## src/design/kli_ram.sv

```systemverilog
module kli_ram #(
    parameter int WIDTH = 8,
    parameter int DEPTH = 64
) (
    input  logic                     clk,
    input  logic                     we,
    input  logic [$clog2(DEPTH)-1:0] waddr,
    input  logic [WIDTH-1:0]         wdata,
    input  logic [$clog2(DEPTH)-1:0] raddr,
    output logic [WIDTH-1:0]         rdata
);

    logic [WIDTH-1:0] mem_reg [DEPTH];
    logic [WIDTH-1:0] rdata_reg;

    always_ff @(posedge clk)
    begin
        if (we)
        begin
            mem_reg[waddr] <= wdata;
        end
        rdata_reg <= mem_reg[raddr];
    end

    assign rdata = rdata_reg;

endmodule

```

## config.mk

```make
export PLATFORM = sky130hd
export DESIGN_NAME = kli_ram
export DESIGN_NICKNAME = d
export VERILOG_FILES = /design/src/design/kli_ram.sv
export SDC_FILE = /design/constraint.sdc
export NUM_CORES = 1
export LEC_CHECK = 0
export ABC_CLOCK_PERIOD_IN_PS = 2700
export BUFFER_PORTS_ARGS = -buffer_cell sky130_fd_sc_hd__buf_2
export CAP_MARGIN = 5
export CORE_MARGIN = 5
export CORE_UTILIZATION = 52
export DETAILED_ROUTE_END_ITERATION = 8
export HOLD_SLACK_MARGIN = 0.1
export PLACE_DENSITY = 0.68
export REMOVE_ABC_BUFFERS = 1
export SYNTH_ARGS = -nofsm -noshare
export SYNTH_HDL_FRONTEND = slang
export SYNTH_SLANG_ARGS = --single-unit
```

## constraint.sdc

```tcl
create_clock -name clk -period 2.7 [get_ports clk]
set_clock_uncertainty 0.2 [all_clocks]
set_input_delay 0.135 -clock clk [delete_from_list [all_inputs] [get_ports clk]]
set_output_delay 0.135 -clock clk [all_outputs]
set_load 0.02 [all_outputs]
```

## Word-level counts from Yosys, hierarchy flattened

Memory sizes are Yosys's and may differ from the RTL's. A register that Yosys moved wholly into a read port is not among the register bits.
Index checks and enable logic that the tools add are counted.

- Input port bits: 22
- RAM bits: 512
- Bits in latches: 0
- Memories kept: 1
- Word-level logic and storage cells: 3
- ROM bits: 0
- Output and inout port bits: 8
- Bits in registers: 0

- Div/mod/pow operators: 0
- $lt $le $gt $ge: 0
- Multiplexer cells: 2
- Multiply operators: 0
- Bitwise gates (word level): 0
- Add/subtract/negate cells: 0
- Equal/unequal tests: 0
- Reduce and logical (&&, ||, !) cells: 0
- Shifts and indexed selects: 0

Memory list:

| memory | depth | width | rd ports | clocked after Yosys merged registers in | write ports | RTL line | source |
|---|---|---|---|---|---|---|---|
| mem_reg | 64 | 8 | 1 | 1 | 1 | 13 | `logic [WIDTH-1:0] mem_reg [DEPTH];` |

Operator list:

| kind | count |
|---|---|
| two-way mux 1 bit | 2 |

## Longest topological paths before layout

Gate-level depths: netlist of the first run.

- Depth in word-level cells: 2
- Depth in mapped cells: 9
- Mapped depth without buffers: 5

## Least setup slack after synthesis of the first run

OpenSTA, ideal clock, no wires.

- Path kind: in2reg
- From: input port raddr[1]
- To: register rdata_reg[3], in the netlist rdata[3] (read register of mem_reg)
- Path buffers: 3
- Stages on the path: 7
- Data arrival time: 1675 ps
- Setup slack: 697 ps
- Required time: 2372 ps
- Setup time: 128 ps
- Cell sequence: buf_4 -> buf_2 -> buf_2 -> mux4_2 -> mux4_2 -> o21ai_1 -> o41ai_1

RTL lines:

| element | RTL line | source |
|---|---|---|
| from (decl) | 9 | `input logic [$clog2(DEPTH)-1:0] raddr,` |
| to (decl) | 14 | `logic [WIDTH-1:0] rdata_reg;` |

## Worst setup path after layout of the first run

- From: input port waddr[3]
- To: memory mem_reg[49][3] (enable)

RTL lines:

| element | RTL line | source |
|---|---|---|
| from (decl) | 7 | `input logic [$clog2(DEPTH)-1:0] waddr,` |
| to (decl) | 13 |  |

No word-level cell before the write port.

==> summary.md, run 1 <==
| Metric | Value |
|---|---|
| WHS Endpoint | `mem_reg[58][6]` |
| Initial cell density of the core | `0.5243` |
| Min-delay src | `waddr[5]` |
| Crit path setup slack, layout | `0.1008 ns` |
| Pleak | `7.633 nW` |
| Worst-case headroom to the max-slew limit | `0.4282` |
| Total Negative Setup Slacks | `0 ns` |
| Warnings from Yosys | `0` |
| Final instance area | `23590 um^2` |
| Sum of routed wire length over all layers | `46.14 mm` |
| Number of global-route vias before repair | `10.20k` |
| Core Rows | `72` |
| Critical Path Most Common Cell | `dlygate4sd3_1` |
| Die outline height | `206.9 um` |
| Peak supply drop | `0.5403 mV` |
| Synthesized area | `20170 um^2` |
| Number of max-cap violations | `0` |
| TritonRoute pass-1 iters | `5` |
| Number of buffers added on ports | `29` |
| Post-Synthesis Mean Instance Area | `21.45 um^2` |
| Highest-count cells in the layout ignoring fill and taps | `edfxtp_1 (512), mux4_2 (126), buf_4 (98), nor2_1 (83), clkbuf_16 (51)` |
| Number of buffers created by CTS | `50` |
| Placement-stage cell area | `21620 um^2` |
| Final worst path period share | `0.9627` |
| Remaining DRCs | `0` |
| Power per Cell Area | `737.8 nW/um^2` |
| Synth Flop Type | `edfxtp_1` |
| Count of final max-slew check failures | `0` |
| Most frequent standard cell in the layout excluding fill and tap cells | `edfxtp_1` |
| Start of the worst register-to-register path | `mem_reg[21][6]` |
| Number of nets in the layout | `1118` |
| Initial antenna violation count | `0` |
| Maximum number of pins on one net before global-route repair | `65` |
| Die extent in x | `206.9 um` |
| Overall fraction of global-route tracks in use | `0.2215` |
| Min Hold Slack | `0.1476 ns` |
| Deepest clock path buffer count | `3` |
| Max reg flops | `512` |
| Number of clock sinks seen by CTS | `520` |
| Count of cells along the worst hold path | `3` |
| Drt via density | `6.039` |
| Max H-tree Level | `2` |
| Post-layout util | `0.6131` |
| Ordered list of cells on the worst path | `dlygate4sd3_1, buf_2, nor2b_1, nand4_1, dlygate4sd3_1, nor3_1, buf_4` |
| Buffer count from post-CTS setup fixing | `0` |
| Final setup vio count | `0` |
| Area overhead of the layout relative to synthesis | `16.95%` |
| Depth of the most critical reg-to-reg path | `5` |
| Antenna diodes | `0` |
| Final routed wire length divided by cell count | `27.88 um` |
| Peak clock frequency supported by timing | `384.7 MHz` |
| R2R setup slack | `0.29 ns` |
| Clock tree root buffer cell | `clkbuf_16` |
| Flops & latches, synth | `520` |
| End of the worst register-to-register path | `rdata[6]` |
| Violation count after the first detailed-routing iteration | `913` |
| Clock transition at the registers of the reported paths | `0.06 ns` |
| Setup repair after global routing missed its margin | `false` |
| Kind of end point of the critical path | `flop` |
| Die area | `42820 um^2` |
| Count of nets left with antenna violations after detail routing | `0` |
| Run status | `finished, final reports clean` |
| Number of standard cells after synthesis | `940` |
| Final Hold Violating Endpoints | `0` |
| Min cycle time layout | `2.599 ns` |
| Number of top-level pins | `30` |
| CP arrival | `2.69 ns` |
| Startpoint Class | `primary input` |
| Fraction of registers with async set/reset | `0` |
| Routed vias | `9994` |
| Minimum setup slack after placement | `0.03494 ns` |
| TritonCTS clock tree | `built` |
| GPL Wtd Cong | `0.8308` |
| Layout cells sized above 1 | `0.3140` |
| Sequential element share of the synthesized area | `0.7703` |
| Placed Instances | `1544` |
| Clk Latency, worst-skew pair | `0.58 ns` |
| Slowest stage cell on the critical path | `dlygate4sd3_1` |
| Global-route wire length before repair | `67.73 mm` |
| Cell variety after synth | `40` |
| Pwr Total | `17.40 mW` |
| Largest fanout on the critical path | `7` |
| Path category of the worst min-delay check | `in2reg` |
| Transition time of the tightest slew-check pin | `0.8546 ns` |
| Residual overflow from global routing | `0` |
| Final standard cell count with taps included and fillers excluded | `1655` |
| EDFF count, synth | `512` |
| Worst path max stage delay | `0.64 ns` |
| Path type of the worst setup path | `in2reg` |
| Worst path required time | `2.79 ns` |
| Floorplan core area | `38470 um^2` |
| Detail Placement HPWL | `29.75 mm` |
[cell usage after synthesis, types with 2 or more instances]
cell type | n | share of area
a21oi_1 | 3 | 0.00074
mux2i_1 | 23 | 0.011
buf_4 | 13 | 0.0048
nor2b_1 | 14 | 0.0043
clkbuf_1 | 17 | 0.0032
dfxtp_1 | 8 | 0.0079
o221a_2 | 2 | 0.0011
nand3b_1 | 3 | 0.0011
a22oi_1 | 3 | 0.0011
o221ai_1 | 8 | 0.0035
buf_2 | 11 | 0.0027
o21ai_0 | 2 | 0.00050
nor4_1 | 2 | 0.00062
a2111oi_0 | 2 | 0.00087
buf_12 | 2 | 0.0020
mux2_2 | 13 | 0.0073
nand2b_1 | 7 | 0.0022
mux4_2 | 126 | 0.14
nor2_1 | 83 | 0.015
nand3_1 | 13 | 0.0032
a211oi_1 | 4 | 0.0015
o32ai_1 | 2 | 0.00087
o22ai_1 | 8 | 0.0025
o21a_1 | 2 | 0.00074
nor3_1 | 7 | 0.0017
nand4_1 | 2 | 0.00062
a221oi_1 | 6 | 0.0026
o41ai_1 | 2 | 0.00087
buf_1 | 4 | 0.00074
buf_6 | 4 | 0.0022
o2111ai_1 | 3 | 0.0013
o21ai_1 | 2 | 0.00050
o2bb2ai_1 | 3 | 0.0013
edfxtp_1 | 512 | 0.76
nand2_1 | 19 | 0.0035
[metal layers]
metal	vias up	routed length (um)	part of all wire	global-route usage
li1	4239	-	-	-
met1	5269	18800	0.41	0.3161
met2	412	22620	0.49	0.3539
met3	74	3657	0.079	0.04921
met4	0	1069	0.023	0.05996
met5	-	0	0	0
[kinds of logic (layout without fill, tap and decap cells)]
logic type,count (synthesis),after routing,synth area share
buffers and inverters,51,248,0.01570
DFF,520,520,0.7703
AOI/OAI and AO/OA,54,54,0.02072
muxes,162,162,0.1594
and+or+nand+nor,153,153,0.03387
[worst max path at each step]
| stage | from | end | slack (ns) | cells after the start |
|---|---|---|---|---|
| after floorplan | mem_reg[29][4] | rdata[4] | 0.82 | 5 |
| after global placement | raddr[0] | rdata[7] | -0.02 | 8 |
| after detailed placement | raddr[0] | rdata[3] | 0.03 | 8 |
| after CTS | waddr[3] | mem_reg[49][7] | 0.07 | 7 |
| after global routing | waddr[3] | mem_reg[49][3] | 0.02 | 7 |
| final | waddr[3] | mem_reg[49][3] | 0.10 | 7 |
[critical path: cells and delay by family]
kind                   cells  cell delay, ns
and+or+nand+nor            3            0.93
buffers and inverters      4            1.62
[report_power, final]
group / internal [mW] / switching [mW] / leakage, nW
Sequential: 8.93 / 0.0374 / 4.67
Combinational: 0.374 / 0.545 / 2.08
Clock: 4.62 / 2.89 / 0.877
[repair_timing]
action,4_1_cts,5_1_grt
gates resized for setup,0,0
endpoints found under the hold margin,423,0
hold buffers,18,0
[layout make-up]
cell class | instances | area [um^2]
clock buffer | 71 | 1421
clock inverter | 22 | 365.4
fill | 2666 | 14880
multi-input combinational | 369 | 4315
sequential | 520 | 15530
tap | 518 | 648.1
timing repair buffer | 155 | 1300
No activity file was read; power rests on OpenSTA's default activity.
==> run 2: changes to the inputs <==
Settings changed: MAX_ROUTING_LAYER set to met4.
==> run 2 against run 1 <==
  * Clock-buffer cell count unchanged
  * Global-route usage up 0.67 points
  * Combinational power barely moved
  * Sequential share of layout area barely moved
  * Non-clock buffer count unchanged
  * Cell count about the same
  * Register-to-register slack better by 0.06 ns
  * Setup slack improved by 0.018 ns
  * Critical endpoint is now mem_reg[49][7]
==> summary.md, run 2 (synthesized netlist as in run 1, its figures left out) <==
| Metric | Value |
|---|---|
| Final Hold Violating Endpoints | `0` |
| TritonCTS clock tree | `built` |
| Routed vias | `9931` |
| Number of max-cap violations | `0` |
| Top Metal Used | `met4` |
| Layout cells sized above 1 | `0.3140` |
| Count of final max-slew check failures | `0` |
| Worst path required time | `2.79 ns` |
| CP arrival | `2.67 ns` |
| Post-layout util | `0.6132` |
| Final setup vio count | `0` |
| Buffer count from post-CTS setup fixing | `0` |
| Post-CTS resize count | `0` |
| Kind of end point of the critical path | `flop` |
| Initial antenna violation count | `1` |
| Internal portion of total power | `13.93 mW` |
| Combined flip-flop and latch cell area | `15530 um^2` |
| Core Rows | `72` |
| Setup repair after global routing missed its margin | `false` |
| Area overhead of the layout relative to synthesis | `16.96%` |
| Power per Cell Area | `737.5 nW/um^2` |
| Highest-count cells in the layout ignoring fill and taps | `edfxtp_1 (512), mux4_2 (126), buf_4 (98), nor2_1 (83), clkbuf_16 (51)` |
| Critical Path Most Common Cell | `dlygate4sd3_1` |
| Final worst path period share | `0.9560` |
| Path category of the worst min-delay check | `in2reg` |
| Number of top-level pins | `30` |
| Peak clock frequency supported by timing | `387.4 MHz` |
| Global-route wire length before repair | `67.68 mm` |
| Remaining DRCs | `0` |
| Worst-case headroom to the max-slew limit | `0.3956` |
| Peak supply drop | `0.5402 mV` |
| Met3 Wirelength | `4.010 mm` |
| Slowest stage cell on the critical path | `dlygate4sd3_1` |
| Die area | `42820 um^2` |
| TritonRoute pass-1 iters | `5` |
| Number of buffers added on ports | `29` |
| Deepest clock path buffer count | `3` |
| Largest fanout on the critical path | `7` |
| Crit path setup slack, layout | `0.1188 ns` |
| Count of nets left with antenna violations after detail routing | `0` |
| Minimum setup slack after placement | `0.03494 ns` |
| Clock transition at the registers of the reported paths | `0.06 ns` |
| Combinational power share | `0.053` |
| Startpoint Class | `primary input` |
| Max reg flops | `512` |
| Pleak | `7.633 nW` |
| Fillers | `2665` |
| Number of global-route vias before repair | `10.18k` |
| Min cycle time layout | `2.581 ns` |
| Clock network power share | `0.432` |
| Final routed wire length divided by cell count | `27.72 um` |
| Detail Placement HPWL | `29.75 mm` |
| Net switching fraction of the power | `0.1995` |
| Residual overflow from global routing | `0` |
| Number of nets in the layout | `1118` |
| Pwr Total | `17.40 mW` |
| Clk Latency, worst-skew pair | `0.58 ns` |
| Most frequent standard cell in the layout excluding fill and tap cells | `edfxtp_1` |
| Number of clock sinks seen by CTS | `520` |
| Min Hold Slack | `0.1556 ns` |
| Drt via density | `5.997` |
| Max H-tree Level | `2` |
| Initial cell density of the core | `0.5243` |
| Die outline height | `206.9 um` |
| Clock tree root buffer cell | `clkbuf_16` |
| Worst path max stage delay | `0.64 ns` |
| Total Negative Setup Slacks | `0 ns` |
| Ordered list of cells on the worst path | `dlygate4sd3_1, buf_2, nor2b_1, nand4_1, dlygate4sd3_1, nor3_1, buf_4` |
| Die extent in x | `206.9 um` |
| Wire length on met1 | `18.28 mm` |
| Transition time of the tightest slew-check pin | `0.9032 ns` |
| Violation count after the first detailed-routing iteration | `947` |
| Detailed-routed wire length on met2 | `22.54 mm` |
| GPL Wtd Cong | `0.8466` |
| Maximum number of pins on one net before global-route repair | `65` |
| Path type of the worst setup path | `in2reg` |
| Number of buffers created by CTS | `50` |
| Overall fraction of global-route tracks in use | `0.2282` |
| Run status | `finished, final reports clean` |
| Area of the multi-input gates | `4315 um^2` |
| Switching power of the nets | `3.470 mW` |
| Count of hold buffers inserted by post-cts repair | `18` |
| Floorplan core area | `38470 um^2` |
| Sequential power share | `0.516` |
| Sum of routed wire length over all layers | `45.91 mm` |
==> run 2: layout make-up <==
type | instances | area share
Clock buffer | 71 | 0.06026
Multi-Input combinational cell | 369 | 0.1830
Sequential cell | 520 | 0.6586
Clock inverter | 22 | 0.01549
Antenna cell | 1 | 0.0001061
Tap cell | 518 | 0.02748
Timing Repair Buffer | 155 | 0.05511
==> run 2: final timing paths <==
kind                   from  slack, ns  cells past startpoint              to
max                waddr[3]       0.12                      7  mem_reg[49][7]
min                waddr[5]       0.16                      3  mem_reg[58][4]
max reg2reg  mem_reg[21][6]       0.35                      5        rdata[6]
min reg2reg  mem_reg[30][6]       0.67                      3        rdata[6]
==> run 2: power by group through the flow <==
stage	combinational, mW	sequential (mW)	clock (mW)
finish	0.916	8.97	7.51
CTS	0.922	8.97	7.62
detailed placement	0.898	9.14	0
global placement	0.886	9.14	0
global route	0.974	8.97	7.98
floorplan	0.346	9.14	0
==> run 2: through the flow <==
step	cells	instance area (um^2)
global placement	1544	21620
finish	1656	23590
floorplan	889	19850
CTS	1655	23590
detailed placement	1544	21620
global route	1656	23590
==> run 2: layer usage <==
| metal | global-route usage | vias to the layer above |
|---|---|---|
| met5 | - | - |
| li1 | - | 4243 |
| met3 | 0.04859 | 75 |
| met1 | 0.3176 | 5164 |
| met2 | 0.3523 | 449 |
| met4 | 0.06020 | 0 |
==> run 2: worst max-delay path, delay by kind of cell <==
kind	cells	cell delay, ns
buffers and inverters	4	1.61
AND/OR/NAND/NOR	3	0.92
